File: src/design/mwrd_pkg.sv
package mwrd_pkg;

  localparam int unsigned LOC_W         = 8;
  localparam int unsigned ADDR_BITS_W   = 4;
  localparam int unsigned CMD_W         = 13;
  localparam int unsigned ACC_W         = 29;
  localparam int unsigned DATA_BITS_DEF = 16;

  localparam logic [ADDR_BITS_W-1:0] ADDR_BITS_RST = 4'd6;
  localparam logic [ADDR_BITS_W-1:0] ADDR_BITS_MIN = 4'd6;
  localparam logic [ADDR_BITS_W-1:0] ADDR_BITS_MAX = 4'd8;

  // READ opcode: start bit plus "10"
  localparam logic [2:0] OPCODE_READ = 3'b110;
  // start bit, two opcode bits and two zero slots sent ahead of the start bit
  localparam int unsigned CMD_OVERHEAD = 5;

  typedef enum logic [7:0] {
    PH_IDLE   = 8'b0000_0001,
    PH_RAISE  = 8'b0000_0010,
    PH_CMD_LO = 8'b0000_0100,
    PH_CMD_HI = 8'b0000_1000,
    PH_GAP    = 8'b0001_0000,
    PH_DAT_HI = 8'b0010_0000,
    PH_DAT_LO = 8'b0100_0000,
    PH_CLOSE  = 8'b1000_0000
  } phase_e;

  typedef struct packed {
    logic             chip_select;
    logic             shift_clock;
    logic             data_in_pin;
    logic             busy;
    logic             done;
    logic [ACC_W-1:0] read_value;
  } mwrd_result_t;

endpackage

File: src/design/mwrd_core.sv
module mwrd_core import mwrd_pkg::*; #(
  parameter int unsigned DATA_BITS = DATA_BITS_DEF
) (
  input  logic                   clk_i,
  input  logic                   rst_ni,
  input  logic                   step_en_i,
  input  logic                   cmd_i,
  input  logic [LOC_W-1:0]       location_i,
  input  logic                   data_out_pin_i,
  input  logic [ADDR_BITS_W-1:0] addr_bits_i,
  output mwrd_result_t           result_o
);

  localparam int unsigned CmdSlotsMax = CMD_OVERHEAD + 8;
  localparam int unsigned CntMax = (DATA_BITS > CmdSlotsMax) ? DATA_BITS : CmdSlotsMax;
  localparam int unsigned CntW   = $clog2(CntMax + 1);

  phase_e            phase_q, phase_d;
  logic [CntW-1:0]   bit_cnt_q, bit_cnt_d;
  logic [CMD_W-1:0]  cmd_word_q, cmd_word_d;
  logic [ACC_W-1:0]  acc_q, acc_d;
  logic [2:0]        pins_q, pins_d;   // {DI, SK, CS}
  logic              pend_q, pend_d;

  logic [ADDR_BITS_W-1:0] len_sat;
  logic [CntW-1:0]        bit_idx;
  logic [CMD_W-1:0]       cmd_shifted;
  logic                   cmd_bit;
  logic                   done;

  always_comb begin
    if (addr_bits_i < ADDR_BITS_MIN) begin
      len_sat = ADDR_BITS_MIN;
    end else if (addr_bits_i > ADDR_BITS_MAX) begin
      len_sat = ADDR_BITS_MAX;
    end else begin
      len_sat = addr_bits_i;
    end
  end

  assign bit_idx     = bit_cnt_q - CntW'(1);
  assign cmd_shifted = cmd_word_q >> bit_idx;
  assign cmd_bit     = (bit_cnt_q != '0) && cmd_shifted[0];

  always_comb begin
    phase_d    = phase_q;
    bit_cnt_d  = bit_cnt_q;
    cmd_word_d = cmd_word_q;
    acc_d      = acc_q;
    pins_d     = pins_q;
    pend_d     = pend_q;
    done       = 1'b0;

    if (!cmd_i) begin
      // start: ignored unless idle
      if (phase_q == PH_IDLE) begin
        cmd_word_d = {{(CMD_W-LOC_W){1'b0}}, location_i}
                   | (CMD_W'(OPCODE_READ) << len_sat);
        bit_cnt_d  = CntW'(CMD_OVERHEAD) + CntW'(len_sat);
        acc_d      = '0;
        pend_d     = 1'b0;
        pins_d     = 3'b000;
        phase_d    = PH_RAISE;
      end
    end else begin
      if (pend_q) begin
        acc_d  = {acc_q[ACC_W-2:0], data_out_pin_i};
        pend_d = 1'b0;
      end
      case (phase_q)
        PH_IDLE: begin
        end
        PH_RAISE: begin
          pins_d  = 3'b001;
          phase_d = PH_CMD_LO;
        end
        PH_CMD_LO: begin
          pins_d  = {cmd_bit, 2'b01};
          phase_d = PH_CMD_HI;
        end
        PH_CMD_HI: begin
          pins_d = {cmd_bit, 2'b11};
          pend_d = 1'b1;
          if (bit_cnt_q <= CntW'(1)) begin
            bit_cnt_d = CntW'(DATA_BITS);
            phase_d   = PH_GAP;
          end else begin
            bit_cnt_d = bit_cnt_q - CntW'(1);
            phase_d   = PH_CMD_LO;
          end
        end
        PH_GAP: begin
          pins_d  = 3'b001;
          phase_d = PH_DAT_HI;
        end
        PH_DAT_HI: begin
          pins_d = 3'b011;
          pend_d = 1'b1;
          if (bit_cnt_q != '0) begin
            bit_cnt_d = bit_cnt_q - CntW'(1);
          end
          phase_d = PH_DAT_LO;
        end
        PH_DAT_LO: begin
          pins_d  = 3'b001;
          phase_d = (bit_cnt_q == '0) ? PH_CLOSE : PH_DAT_HI;
        end
        PH_CLOSE: begin
          pins_d  = 3'b000;
          done    = 1'b1;
          phase_d = PH_IDLE;
        end
        default: begin
          phase_d = PH_IDLE;
        end
      endcase
    end
  end

  always_comb begin
    result_o.chip_select = pins_d[0];
    result_o.shift_clock = pins_d[1];
    result_o.data_in_pin = pins_d[2];
    result_o.busy        = (phase_d != PH_IDLE);
    result_o.done        = done;
    result_o.read_value  = done ? acc_d : '0;
  end

  always_ff @(posedge clk_i or negedge rst_ni) begin
    if (!rst_ni) begin
      phase_q    <= PH_IDLE;
      bit_cnt_q  <= '0;
      cmd_word_q <= '0;
      acc_q      <= '0;
      pins_q     <= 3'b000;
      pend_q     <= 1'b0;
    end else if (step_en_i) begin
      phase_q    <= phase_d;
      bit_cnt_q  <= bit_cnt_d;
      cmd_word_q <= cmd_word_d;
      acc_q      <= acc_d;
      pins_q     <= pins_d;
      pend_q     <= pend_d;
    end
  end

  // Pins stay low whenever no access is open.
  a_idle_pins_low: assert property (@(posedge clk_i) disable iff (!rst_ni)
    phase_q == PH_IDLE |-> pins_q == 3'b000)
    else $error("pins driven while idle");

  // Done comes only out of the closing step.
  a_done_from_close: assert property (@(posedge clk_i) disable iff (!rst_ni)
    result_o.done |-> (phase_q == PH_CLOSE && cmd_i))
    else $error("done outside closing step");

  // The slot counter never runs past the longest phase.
  a_cnt_in_range: assert property (@(posedge clk_i) disable iff (!rst_ni)
    bit_cnt_q <= CntW'(CntMax))
    else $error("slot counter out of range");

endmodule

File: src/design/microwire_eeprom_read_sequencer.sv
// Channel  | Direction | Handshake                  | Payload
// ---------+-----------+----------------------------+--------------------------------------
// in       | input     | in_valid_i / in_stall_o    | cmd_i, location_i, data_out_pin_i
// out      | output    | out_valid_o / out_stall_i  | chip_select_o, shift_clock_o,
//          |           |                            | data_in_pin_o, busy_res_o,
//          |           |                            | done_res_o, read_value_o
// cfg      | input     | cfg_valid_i / cfg_ready_o  | cfg_addr_bits_i
//
// Each input transfer yields exactly one result transfer from the output register.
// One item per cycle is sustained while the consumer does not stall; the sequencer
// step is a single pass of next-state logic between the state registers and the
// result register. Reset (rst_ni low, asynchronous) returns the core to idle with
// its pins low and the address length at 6; the result register is not reset.
// in_stall_o rises only while a result sits in the output register and the
// consumer stalls it; the next item is taken in the same cycle the waiting result leaves.
module microwire_eeprom_read_sequencer import mwrd_pkg::*; #(
  parameter int unsigned DATA_BITS = DATA_BITS_DEF
) (
  input  logic                   clk_i,
  input  logic                   rst_ni,
  // configuration
  input  logic                   cfg_valid_i,
  output logic                   cfg_ready_o,
  input  logic [ADDR_BITS_W-1:0] cfg_addr_bits_i,
  // input items
  input  logic                   in_valid_i,
  output logic                   in_stall_o,
  input  logic                   cmd_i,
  input  logic [LOC_W-1:0]       location_i,
  input  logic                   data_out_pin_i,
  // result items
  output logic                   out_valid_o,
  input  logic                   out_stall_i,
  output logic                   chip_select_o,
  output logic                   shift_clock_o,
  output logic                   data_in_pin_o,
  output logic                   busy_res_o,
  output logic                   done_res_o,
  output logic [ACC_W-1:0]       read_value_o
);

  logic [ADDR_BITS_W-1:0] addr_bits_q;
  logic                   out_valid_q, out_valid_d;
  mwrd_result_t           res_q, res_d;
  logic                   in_accept;

  // Always writable; software must write the register only between accesses, unchecked.
  assign cfg_ready_o = 1'b1;

  always_ff @(posedge clk_i or negedge rst_ni) begin
    if (!rst_ni) begin
      addr_bits_q <= ADDR_BITS_RST;
    end else if (cfg_valid_i && cfg_ready_o) begin
      addr_bits_q <= cfg_addr_bits_i;
    end
  end

  // Stall the producer only while a finished result is held by the consumer.
  assign in_stall_o = out_valid_q && out_stall_i;
  assign in_accept  = in_valid_i && !in_stall_o;

  mwrd_core #(
    .DATA_BITS(DATA_BITS)
  ) u_core (
    .clk_i         (clk_i),
    .rst_ni        (rst_ni),
    .step_en_i     (in_accept),
    .cmd_i         (cmd_i),
    .location_i    (location_i),
    .data_out_pin_i(data_out_pin_i),
    .addr_bits_i   (addr_bits_q),
    .result_o      (res_d)
  );

  // Output register: load on every accepted item, drop once transferred.
  always_comb begin
    if (in_accept) begin
      out_valid_d = 1'b1;
    end else if (!out_stall_i) begin
      out_valid_d = 1'b0;
    end else begin
      out_valid_d = out_valid_q;
    end
  end

  always_ff @(posedge clk_i or negedge rst_ni) begin
    if (!rst_ni) begin
      out_valid_q <= 1'b0;
    end else begin
      out_valid_q <= out_valid_d;
    end
  end

  always_ff @(posedge clk_i) begin
    if (in_accept) begin
      res_q <= res_d;
    end
  end

  assign out_valid_o   = out_valid_q;
  assign chip_select_o = res_q.chip_select;
  assign shift_clock_o = res_q.shift_clock;
  assign data_in_pin_o = res_q.data_in_pin;
  assign busy_res_o    = res_q.busy;
  assign done_res_o    = res_q.done;
  assign read_value_o  = res_q.read_value;

  // Every accepted item shows up as a result in the next cycle.
  a_accept_gives_result: assert property (@(posedge clk_i) disable iff (!rst_ni)
    in_accept |=> out_valid_q)
    else $error("accepted item produced no result");

  // A held result is never dropped while the consumer stalls.
  a_hold_on_stall: assert property (@(posedge clk_i) disable iff (!rst_ni)
    (out_valid_q && out_stall_i) |=> out_valid_q)
    else $error("stalled result lost");

  // Sampled data is shown only together with done.
  a_value_with_done: assert property (@(posedge clk_i) disable iff (!rst_ni)
    (out_valid_q && !res_q.done) |-> res_q.read_value == '0)
    else $error("read value without done");

endmodule
File: config.mk
export PLATFORM = sky130hd
export DESIGN_NAME = microwire_eeprom_read_sequencer
export DESIGN_NICKNAME = d
export VERILOG_FILES = /design/src/design/mwrd_pkg.sv /design/src/design/mwrd_core.sv /design/src/design/microwire_eeprom_read_sequencer.sv
export SDC_FILE = /design/constraint.sdc
export NUM_CORES = 1
export LEC_CHECK = 0
export ABC_AREA = 1
export BUFFER_PORTS_ARGS = -buffer_cell sky130_fd_sc_hd__buf_2
export CAP_MARGIN = 5
export CORE_UTILIZATION = 40
export DETAILED_ROUTE_END_ITERATION = 10
export PLACE_DENSITY = 0.57
export SYNTH_ARGS = -nofsm -noshare
export SYNTH_HDL_FRONTEND = slang
export SYNTH_SLANG_ARGS = --single-unit
export TNS_END_PERCENT = 1
File: constraint.sdc
create_clock -name clk_i -period 2.1 [get_ports clk_i]
set_input_delay 0.21 -clock clk_i [delete_from_list [all_inputs] [get_ports clk_i]]
set_output_delay 0.21 -clock clk_i [all_outputs]
set_load 0.05 [all_outputs]
==> results, run 1 <==
- The number of global-route vias before repair is 3616.
- TritonCTS built the clock tree.
- The DRC violations left is 5.
- The number of antenna violations at the first check in global routing is 0.
- VDD sags by at most 0.000555 V.
- The simple-gate share of the synthesized area is 19.0%.
- The routability congestion estimate is 0.896.
- The highest net fanout along the worst path is 10.
- The data arrival time at the worst-slack endpoint is 2.00 ns.
- The cell chosen for the clock root is sky130_fd_sc_hd__clkbuf_16.
- Once placement finished, the instance area stood at 5230 um^2.
- The share of the yosys chip area belonging to registers is 54.2%.
- The maximum clock path buffer count is 2.
- After layout, the worst path uses 90.6% of the clock period.
- The critical path goes through inv_2 -> ha_1 -> inv_1 -> a21oi_1 -> o21ai_0 -> nand3_1 -> nand3b_1 -> nand3_1 -> nand2_1.
- The dominant combinational cell family by area after synthesis is simple AND/OR/NAND/NOR gates.
- The most frequently used flop master after synthesis is sky130_fd_sc_hd__dfrtp_1.
- The worst path required time is 2.20 ns.
- The setup slack of the most critical reg-to-reg path is 0.20 ns.
- In this run, the number of DRC markers left after iteration 0 of detailed routing was 263.
- The type of element capturing the critical path is a flip-flop.
- The setup-violating endpoint count in the final report is 0.
- The total I/O pin count is 56.
- The detailed-router iteration count before antenna repair is 7.
- The launch instance of the worst min-delay path is location_i[4].
- The synthesized netlist devotes 16.1% of its cell area to compound gates.
- The total clock buffers created by CTS is 9.
- The die area is 12600 um^2.
- In the synthesized netlist, mux cells make up 0.232% of the area.
- Among the stages of the critical path, the cell type that occurs most often is sky130_fd_sc_hd__nand3_1.
- The HPWL after detailed placement is 6890 um.
- The number of maximum-capacitance violations is 0.
- The cell total after placement is 718.
- The most numerous cell in the Yosys netlist is sky130_fd_sc_hd__nand2_1.
- The final hold slack is 0.0598 ns.
- The critical path is of the reg2reg type.
- The master of the slowest instance on the critical path is sky130_fd_sc_hd__dfrtp_1.
- After detailed routing, the number of vias per cell comes to 5.10.
- The vertical die dimension is 112 um.
- The maximum number of pins on one net before global-route repair is 45.
- The headroom to the max-slew limit is 62.5%.
- Counting instances in the post-synthesis netlist gives the leading cell types as sky130_fd_sc_hd__nand2_1, sky130_fd_sc_hd__dfrtp_1, sky130_fd_sc_hd__inv_1.
- The met2 capacity usage during global routing is 28.3%.
- Based on the critical path, the design can be clocked at up to 0.526 GHz.
- The count of pins over their slew limit is 0.
- After synthesis, the mean cell area works out to 8.97 um^2.
- The final instance count without filler cells is 735.
- The total negative setup slack is 0 ns.
- The detailed-route wire length per cell is 14.0 um.
- The wire length of the first global-routing pass is 17900 um.
- Dividing total power by cell area gives a power density of 1230 nW/um^2.
- The worst setup path is launched from a flip-flop.
- The run finished, with violations left.
- For this design the static power due to leakage is 2.36 nW.
- The worst path in the final design needs a cycle of 1.90 ns, including I/O delays and setup.
- 0 antenna diodes ended up in the layout.
- For this run, the slowest stage of the critical path takes 0.51 ns.
- The remaining number of nets flagged by the antenna check after routing is 0.
- The library cell with the largest summed area after synthesis is sky130_fd_sc_hd__dfrtp_1.
- After global routing the overflow that remains totals 0.
- Cells fill 47.5% of the core in the end.
- In this run the critical register-to-register path is launched from u_core.bit_cnt_q[0]$_DFFE_PN0P_.
- The pin slew with the least headroom to its limit is 0.563 ns.
- The total number of clock tree sinks is 98.
- The total of buffers placed on input and output ports is 54.
- The number of synthesized flops with an enable pin is 34.
- The worst clock skew is 0.0163 ns.
- The overall global routing resource usage is 18.1%.
- The clock-pin slew on the worst setup and hold paths is 0.07 ns.
- Row generation in the floorplan step produced 39 rows.
- The portion of synthesized cell area occupied by the leading cell type is 31.5%.
- The launch point of the worst path is u_core.bit_cnt_q[0]$_DFFE_PN0P_.
- Setup repair after global routing left no endpoint under its margin.
- Compared with the post-synthesis result, the final layout area differs by 13.8%.
- Summing the areas of all fa, ha and maj instances in the mapped netlist gives 1.55% of the synthesized area.
- The type of the worst min-delay path is in2reg.
- After synthesis the netlist holds a flip-flop and latch count of 98.
- The final net count is 612.
- The core region is 11600 um^2.
- In this run, distinct cell masters in the synthesized netlist total 38.
- The insertion delay to the later sink of the worst-skew pair is 0.35 ns.
- In this run the cell area of the synthesized design comes to 4840 um^2.
- When the netlist entered floorplanning its net count stood at 565.
- The Yosys step of the flow raised 0 warnings.
- The horizontal die dimension is 112 um.
- Detailed routing inserted a total of 3746 vias.
- For this configuration, the core starts out at a cell density of 41.7%.
- The H-tree generated during clock tree synthesis spans 3 levels.
- The post-synthesis async set-or-reset flop share is 65.3%.
- The total wire length after detailed routing is 10300 um.
- Global routing used 4.10% of the available met3 tracks.
- The number of standard cells after synthesis is 540.
- By area the synthesized netlist is led by sky130_fd_sc_hd__dfrtp_1, sky130_fd_sc_hd__edfxtp_1, sky130_fd_sc_hd__nand2_1.
- The busiest layer in global routing is met2.
- The final reports fail on design-rule violations.
- Of the cells placed in the final design, the portion with a size suffix greater than 1 is 19.8%.
- For this run, global-route usage on met1 was measured as 24.5%.
- The final-report hold violation count is 0.
- The finished cells cover 5510 um^2.
- The synthesized netlist devotes 0.362% of its cell area to XOR and XNOR gates.
[sequential cells by signal, summed over array words and instances, names as in the netlist]
signal / flops
read_value_o: 29
u_core.acc_q: 29
u_core.cmd_word_q: 13
u_core.phase_q: 8
u_core.bit_cnt_q: 5
addr_bits_q: 4
u_core.pins_q: 3
busy_res_o: 1
chip_select_o: 1
data_in_pin_o: 1
done_res_o: 1
out_valid_o: 1
shift_clock_o: 1
u_core.pend_q: 1
[per-layer routing]
metal | vias to the layer above | routed length, um
met5 | - | 0
met4 | 0 | 205
met3 | 19 | 450
met2 | 89 | 4830
met1 | 1735 | 4810
li1 | 1903 | -
[cell families after synthesis]
family | after synthesis
flip-flops | 98
AO/OA/AOI/OAI | 128
other | 1
adder cells (fa/ha/maj) | 6
XOR/XNOR | 2
AND/OR/NAND/NOR | 207
buffers and inverters | 97
multiplexers | 1
[worst paths after layout]
check | end | cells past startpoint
setup / recovery | data_in_pin_o$_DFFE_PP_ | 9
hold / removal | u_core.cmd_word_q[4]$_DFFE_PN0P_ | 3
setup reg to reg | data_in_pin_o$_DFFE_PP_ | 9
hold reg to reg | u_core.cmd_word_q[6]$_DFFE_PN0P_ | 2
max in group asynchronous | addr_bits_q[1]$_DFFE_PN1P_ | 3
min in group asynchronous | u_core.cmd_word_q[1]$_DFFE_PN0P_ | 2
[layout make-up]
| type | instances | area (um^2) |
|---|---|---|
| well taps | 143 | 179 |
| repair buffers | 65 | 368 |
| multi-input cells | 345 | 1810 |
| flip-flops and latches | 98 | 2630 |
| inverters | 68 | 258 |
| clock inverters | 6 | 42.5 |
| fillers | 1120 | 6100 |
| clock buffers | 10 | 229 |
[per-stage QoR]
step | total power, W | setup WS, ns
2_1_floorplan | 0.00477 | 0.00680
3_5_place_dp | 0.00527 | 0.223
5_1_grt | 0.00733 | 0.0525
6_report | 0.00680 | 0.197
3_3_place_gp | 0.00520 | 0.293
4_1_cts | 0.00685 | 0.211
[power breakdown]
group	total, W	switching, W	internal (W)
registers	0.00296	0.000423	0.00254
clock network	0.00156	0.000745	0.000811
logic	0.00229	0.00149	0.000799
[cell usage in the layout (no fill, tap or decap), types with 2 or more instances in the layout]
cell type,synthesis,final
sky130_fd_sc_hd__ha_1,6,6
sky130_fd_sc_hd__nand4_1,3,3
sky130_fd_sc_hd__nand2_2,3,3
sky130_fd_sc_hd__buf_2,5,54
sky130_fd_sc_hd__inv_2,8,8
sky130_fd_sc_hd__dfrtp_1,61,60
sky130_fd_sc_hd__nand2_4,3,3
sky130_fd_sc_hd__nand2_1,145,145
sky130_fd_sc_hd__o211ai_1,29,29
sky130_fd_sc_hd__a21oi_1,37,37
sky130_fd_sc_hd__o22ai_1,29,29
sky130_fd_sc_hd__nand3_1,20,20
sky130_fd_sc_hd__clkinv_2,0,3
sky130_fd_sc_hd__inv_1,59,59
sky130_fd_sc_hd__clkbuf_16,0,9
sky130_fd_sc_hd__dfstp_2,3,3
sky130_fd_sc_hd__nor2_2,6,6
sky130_fd_sc_hd__o21ai_1,2,2
sky130_fd_sc_hd__edfxtp_1,34,34
sky130_fd_sc_hd__nor2_1,17,17
sky130_fd_sc_hd__nor2_4,5,5
sky130_fd_sc_hd__o21ai_0,24,24
sky130_fd_sc_hd__buf_4,4,9
sky130_fd_sc_hd__xor2_1,2,2
sky130_fd_sc_hd__a21oi_2,2,2
[critical path, delay by kind of cell (launching register included)]
kind,cells,cell delay [ns]
AO/OA/AOI/OAI,2,0.20
adder cells (fa/ha/maj),1,0.38
buffers and inverters,2,0.25
flip-flops,1,0.51
AND/OR/NAND/NOR,4,0.32
[what timing repair did]
item,in CTS,in global routing
buffers inserted,0,0
resized for setup,0,0
endpoints found under the hold margin,19,0
hold buffers,1,0
Note: power is estimated with default switching activity, not from simulation.
==> inputs of run 2 (changes only) <==
--- a/config.mk
+++ b/config.mk
@@ -11,6 +11,8 @@
 export CORE_UTILIZATION = 40
 export DETAILED_ROUTE_END_ITERATION = 10
 export PLACE_DENSITY = 0.57
+export RECOVER_POWER = 25
+export SKIP_CTS_REPAIR_TIMING = 1
 export SYNTH_ARGS = -nofsm -noshare
 export SYNTH_HDL_FRONTEND = slang
 export SYNTH_SLANG_ARGS = --single-unit
==> results, run 2 (synthesis results as in run 1) <==
- The flow ran to the end, but the final reports show violations.
- The final reports fail on design-rule violations.
- Counting stages on the worst path, the most repeated cell is sky130_fd_sc_hd__nand3_1.
- No sink is reached through more buffers than the 2 on the longest clock path.
- The number of antenna violations at the first check in global routing was 0.
- Across the VDD grid, the largest voltage drop is 0.000556 V.
- The insertion delay to the later sink of the worst-skew pair is 0.35 ns.
- The count of pins over their slew limit is 0.
- The share of the clock period used by the worst path after layout is 90.2%.
- The total wire length after detailed routing is 10300 um.
- The setup-violating endpoint count in the final report is 0.
- OpenSTA, run right after detailed placement, puts the worst setup slack at 0.223 ns.
- The number of maximum-capacitance violations is 0.
- Subtracting the final worst setup slack from the clock period gives 1.89 ns.
- The total number of H-tree levels is 3.
- The master of the slowest instance on the critical path is sky130_fd_sc_hd__dfrtp_1.
- STA classifies the critical path startpoint as a flip-flop.
- Measured along the x axis, the die boundary spans 112 um.
- The number of global-route vias before repair was 3610.
- The highest net fanout along the worst path is 10.
- The worst clock skew is 0.0174 ns.
- The total number of clock tree sinks is 98.
- The total design power is 0.00679 W.
- The final-report hold violation count is 0.
- The number of antenna diodes in the final layout is 0.
- The standard-cell row count is 39.
- Setup repair after global routing left no endpoint under its margin.
- The layout cell share with drive strength beyond 1 is 19.6%.
- The total clock buffers created by CTS is 9.
- The number of DRC violations after detailed-routing iteration 0 is 247.
- Counting the fill cells in the layout gives 1121.
- The data arrival time at the worst-slack endpoint is 1.99 ns.
- For this run, the detailed router's first-pass iteration total came to 8.
- For this run, design rule violations remaining after detail routing come to 5.
- Across all setup checks in the final design, the least slack found is 0.205 ns.
- STA classifies the critical path endpoint as a flip-flop.
- The worst setup path is of the reg2reg kind.
- The detailed-route wire length per cell is 14.0 um.
- The most common library cell in the layout ignoring fill and taps is sky130_fd_sc_hd__nand2_1.
- The pin slew with the least headroom to its limit is 1.26 ns.
- The cell chosen for the clock root is sky130_fd_sc_hd__clkbuf_16.
- The die area is 12600 um^2.
- Headroom to the max-slew limit came out at 16.3%.
- For this design the ratio of total power to cell area is 1230 nW/um^2.
- The total grt overflow is 0.
- The cell area reported after detailed placement is 5230 um^2.
- The core area is 11600 um^2.
- TritonCTS built the clock tree.
- Together, buffers and inverters on the worst path number 2.
- Using the TritonRoute via totals, the vias-per-cell ratio works out to 5.05.
- The total negative setup slack is 0 ns.
- The signed area change from the synthesized netlist to the final layout is 13.7%.
- The post-route cell area is 5510 um^2.
- Timing would allow up to 0.528 GHz.
- The largest stage delay on the critical path is 0.51 ns.
- Routability-driven placement finished with a final weighted congestion of 0.896.
- The type of the worst min-delay path is in2reg.
- The first global-routing pass estimated 17800 um of wire.
- The overall global routing resource usage is 18.1%.
- For this block, the via count after detailed routing is 3715.
- The detail route stage leaves a number of antenna-violating nets equal to 0.
- For the worst setup path, the data required time is 2.20 ns.
- From bottom edge to top edge, the die measures 112 um.
- The HPWL reported at the end of detailed placement is 6890 um.
- The final net count is 612.
- The cell family contributing the most delay on the critical path is flip-flops.
- The total of buffers placed on input and output ports is 54.
- The effective utilization at floorplan is 41.7%.
- The maximum number of pins on one net before global-route repair is 45.
- Traced cell by cell, the critical path runs through inv_2 -> ha_1 -> inv_1 -> a21oi_1 -> o21ai_0 -> nand3_1 -> nand3b_1 -> nand3_1 -> nand2_1.
- The total I/O pin count is 56.
- The top cell types in the final layout, fill and taps aside, are sky130_fd_sc_hd__nand2_1, sky130_fd_sc_hd__dfrtp_1, sky130_fd_sc_hd__inv_1.
- After clock tree synthesis, the clock-pin slew on the worst setup and hold paths is 0.07 ns.
- The leakage power of the design is 2.36 nW.
==> run 2: worst register-to-register path: stages, from the launching register on <==
cell and delay (ns):
sky130_fd_sc_hd__dfrtp_1 0.51, sky130_fd_sc_hd__inv_2 0.15, sky130_fd_sc_hd__ha_1 0.38, sky130_fd_sc_hd__inv_1 0.10, sky130_fd_sc_hd__a21oi_1 0.11, sky130_fd_sc_hd__o21ai_0 0.09, sky130_fd_sc_hd__nand3_1 0.10, sky130_fd_sc_hd__nand3b_1 0.08
sky130_fd_sc_hd__nand3_1 0.07, sky130_fd_sc_hd__nand2_1 0.07
==> run 2: per-stage QoR <==
stage          utilization, %  instances  hold slack (ns)
3_5_place_dp             45.0        718            0.230
4_1_cts                  47.4        734           -0.144
6_report                 47.4        735           0.0620
2_1_floorplan               -        540          -0.0856
5_1_grt                  47.4        735           0.0646
3_3_place_gp             45.0        718            0.219
==> run 2: layer usage <==
| metal | wire length [um] | vias up | share of wire, % | track usage (%) |
|---|---|---|---|---|
| li1 | - | 1903 | - | - |
| met1 | 4930 | 1731 | 48 | 24.5 |
| met2 | 4950 | 70 | 48 | 28.3 |
| met3 | 316 | 11 | 3.1 | 4.10 |
| met4 | 114 | 0 | 1.1 | 7.02 |
| met5 | 0 | - | 0 | 0 |
==> run 2: layout make-up <==
class	count	area [um^2]	area share, %
sequential	98	2630	47.7
multi-input combinational	345	1810	32.8
timing repair buffer	65	367	6.65
inverter	68	258	4.68
clock buffer	10	229	4.16
tap	143	179	3.25
clock inverter	6	42.5	0.772
==> run 2: where the power goes <==
part	total, W	internal (W)	leakage (nW)	switching, W
logic	0.00229	0.000798	1.05	0.00149
registers	0.00296	0.00254	1.17	0.000423
clock network	0.00155	0.000811	0.135	0.000740
total	0.00679	0.00414	2.36	0.00265
==> run 2: final timing paths <==
| kind | startpoint | end | slack [ns] | cells after the start |
|---|---|---|---|---|
| setup / recovery | u_core.bit_cnt_q[0]$_DFFE_PN0P_ | data_in_pin_o$_DFFE_PP_ | 0.21 | 9 |
| hold / removal | location_i[4] | u_core.cmd_word_q[4]$_DFFE_PN0P_ | 0.06 | 3 |
| setup reg to reg | u_core.bit_cnt_q[0]$_DFFE_PN0P_ | data_in_pin_o$_DFFE_PP_ | 0.21 | 9 |
| hold reg to reg | u_core.cmd_word_q[6]$_DFFE_PN0P_ | u_core.cmd_word_q[6]$_DFFE_PN0P_ | 0.48 | 2 |
| max in group asynchronous | rst_ni | addr_bits_q[1]$_DFFE_PN1P_ | 0.55 | 3 |
| min in group asynchronous | rst_ni | u_core.cmd_word_q[1]$_DFFE_PN0P_ | 0.66 | 2 |
==> inputs of run 3 (changes only) <==
--- a/config.mk
+++ b/config.mk
@@ -6,7 +6,7 @@
 export NUM_CORES = 1
 export LEC_CHECK = 0
 export ABC_AREA = 1
-export BUFFER_PORTS_ARGS = -buffer_cell sky130_fd_sc_hd__buf_2
+export BUFFER_PORTS_ARGS = -buffer_cell sky130_fd_sc_hd__buf_4
 export CAP_MARGIN = 5
 export CORE_UTILIZATION = 40
 export DETAILED_ROUTE_END_ITERATION = 10
==> constraint.sdc (replaced) <==
create_clock -name clk_i -period 2.2 [get_ports clk_i]
set_input_delay 0.22 -clock clk_i [delete_from_list [all_inputs] [get_ports clk_i]]
set_output_delay 0.22 -clock clk_i [all_outputs]
set_load 0.05 [all_outputs]
==> results, run 3 (synthesis results as in run 1) <==
- The routability congestion estimate is 0.884.
- Before antenna repair, the detailed router went through 10 iterations.
- Clock-pin slew was measured on the worst setup and hold paths at 0.06 ns.
- The layout cell share with drive strength beyond 1 is 19.1%.
- The vertical die dimension is 112 um.
- The count of pins over their slew limit is 0.
- For this design the ratio of total power to cell area is 1150 nW/um^2.
- The number of antenna violations at the first check in global routing is 0.
- The startpoint identified for the worst hold timing path is location_i[6].
- The tree is rooted in a sky130_fd_sc_hd__clkbuf_16.
- Measured on the finished design, the core utilization comes to 48.3%.
- The checks that failed: design-rule violations.
- The data arrival time at the worst-slack endpoint is 2.04 ns.
- The cell total after placement is 718.
- The most common library cell in the layout ignoring fill and taps is sky130_fd_sc_hd__nand2_1.
- The kind of launch point of the worst setup path is a flip-flop.
- Along the worst path, the maximum fanout reaches 10.
- The number of global-route vias before repair was 3621.
- The vias after detailed routing is 3805.
- The leakage power of the design is 2.39 nW.
- The die area is 12600 um^2.
- The detailed-route wire length per cell is 13.9 um.
- The switching part of the total is 38.4%.
- The signed area change from the synthesized netlist to the final layout is 15.9%.
- The final-report hold violation count came to 0.
- The number of cell instances on the worst register-to-register path is 9.
- After detailed placement, the total cell area comes to 5350 um^2.
- The routed design has 10200 um of wire.
- The H-tree generated during clock tree synthesis spans 3 levels.
- The worst clock skew is 0.00821 ns.
- Combinational logic burns 34.6% of the power.
- Entering global routing, the biggest net connects 36 pins.
- Setup repair after global routing left no endpoint under its margin.
- After detailed routing, the number of remaining DRC violations is 5.
- The maximum clock path buffer count is 2.
- The maximum VDD drop is 0.000532 V.
- The total internal power is 0.00397 W.
- The count of buffers added on input and output ports is 54.
- The type of the worst min-delay path is in2reg.
- The total number of clock tree sinks is 98.
- The effective utilization at floorplan is 41.7%.
- Setup slack on the worst reg-to-reg path comes out at 0.25 ns.
- The flow ran to the end, but the final reports show violations.
- Setup violations remaining at the end of the flow were counted as 0.
- The destination of the worst register-to-register timing path is data_in_pin_o$_DFFE_PP_.
- The tool flagged a number of max-cap violations equal to 0.
- In the final timing run, aggregate negative setup slack is 0 ns.
- The post-route minimum period is 1.95 ns.
- Counting the fill cells in the layout gives 1123.
- The worst path required time is 2.29 ns.
- 0 antenna diodes ended up in the layout.
- The core area is 11600 um^2.
- The final net count is 612.
- The total clock buffers created by CTS is 9.
- The worst setup path is of the reg2reg kind.
- The share of total power dissipated in sequential elements is 43.6%.
- The hold path depth is 3.
- The maximum frequency from static timing analysis is 0.514 GHz.
- Summed over all nets, the switching power comes to 0.00248 W.
- The TritonCTS clock tree is yes.
- The final setup slack of the worst path is 0.254 ns.
- The pin slew with the least headroom to its limit is 0.894 ns.
- The headroom to the max-slew limit is 40.4%.
- The total I/O pin count is 56.
- In this run the critical register-to-register path is launched from u_core.bit_cnt_q[0]$_DFFE_PN0P_.
- The worst setup path is captured at a flip-flop.
- The HPWL reported at the end of detailed placement is 6870 um.
- The overall global routing resource usage is 17.5%.
- The detail route stage leaves a number of antenna-violating nets equal to 0.
- The horizontal die dimension is 112 um.
- The library cells used most frequently in the layout, excluding fill and tap cells, are sky130_fd_sc_hd__nand2_1, sky130_fd_sc_hd__buf_4, sky130_fd_sc_hd__dfrtp_1.
- The share of the clock period used by the worst path after layout is 88.5%.
- The terminating pin of the worst hold path is u_core.cmd_word_q[6]$_DFFE_PN0P_.
- After routing the design area is 5610 um^2.
- Before CTS, the worst setup slack after placement is 0.292 ns.
- After floorplanning, the core was divided into 39 placement rows.
- The final instance count without filler cells is 735.
- For this run the aggregate overflow at the end of global routing stands at 0.
- The first global-routing pass estimated 17200 um of wire.
- In this run, the number of DRC markers left after iteration 0 of detailed routing was 183.
- Dividing the detail-routed via count by the number of cells gives 5.18.
- The clock network is responsible for 21.8% of the overall power.
- The insertion delay to the later sink of the worst-skew pair is 0.35 ns.
run 3: changes by cell type in the layout (fill, tap and decap cells not counted), sizes merged:
cell      change
inv           -2
clkbuf        +4
clkinv        +1
buf           -2
clkinvlp      -1
run 3: worst max path at each step:
stage                                    startpoint                 endpoint  slack, ns
floorplan                   out_valid_o$_DFFE_PN0P_     busy_res_o$_DFFE_PP_       0.11
global placement    u_core.bit_cnt_q[0]$_DFFE_PN0P_  data_in_pin_o$_DFFE_PP_       0.40
detailed placement  u_core.bit_cnt_q[0]$_DFFE_PN0P_  data_in_pin_o$_DFFE_PP_       0.29
CTS                 u_core.bit_cnt_q[0]$_DFFE_PN0P_  data_in_pin_o$_DFFE_PP_       0.28
global route        u_core.bit_cnt_q[0]$_DFFE_PN0P_  data_in_pin_o$_DFFE_PP_       0.11
finish              u_core.bit_cnt_q[0]$_DFFE_PN0P_  data_in_pin_o$_DFFE_PP_       0.25
run 3: per-stage QoR:
stage | total power [W] | hold slack, ns
floorplan | 0.00456 | -0.0756
global placement | 0.00499 | 0.205
detailed placement | 0.00506 | 0.213
CTS | 0.00651 | -0.158
global route | 0.00695 | 0.0877
finish | 0.00646 | 0.0736
run 3: power by group through the flow:
stage               Combinational, W  Clock (W)  Sequential [W]
finish                       0.00223    0.00141         0.00282
global route                 0.00254    0.00153         0.00288
CTS                          0.00224    0.00146         0.00281
detailed placement           0.00223          0         0.00284
global placement             0.00217          0         0.00282
floorplan                    0.00170          0         0.00286
run 3: critical path: stages (launching register included):
cell and delay (ns):
sky130_fd_sc_hd__dfrtp_1 0.51, sky130_fd_sc_hd__inv_2 0.15, sky130_fd_sc_hd__ha_1 0.38, sky130_fd_sc_hd__inv_1 0.10
sky130_fd_sc_hd__a21oi_1 0.12, sky130_fd_sc_hd__o21ai_0 0.11, sky130_fd_sc_hd__nand3_1 0.10, sky130_fd_sc_hd__nand3b_1 0.08
sky130_fd_sc_hd__nand3_1 0.07, sky130_fd_sc_hd__nand2_1 0.07
run 3: routing by layer:
metal / track usage, % / vias to the layer above / part of all wire [%]
met1: 21.8 / 1802 / 46
li1: - / 1905 / -
met3: 3.08 / 17 / 3.4
met4: 8.62 / 0 / 2.3
met2: 29.6 / 81 / 49
met5: 0 / - / 0
run 3: final cells by class:
cell class	instances	area [um^2]	share of cell area (%)
Clock buffer	12	236	4.21
Clock inverter	4	21.3	0.379
Inverter	68	258	4.59
Multi-Input combinational cell	345	1810	32.2
Sequential cell	98	2630	46.8
Tap cell	143	179	3.19
Timing Repair Buffer	65	483	8.60
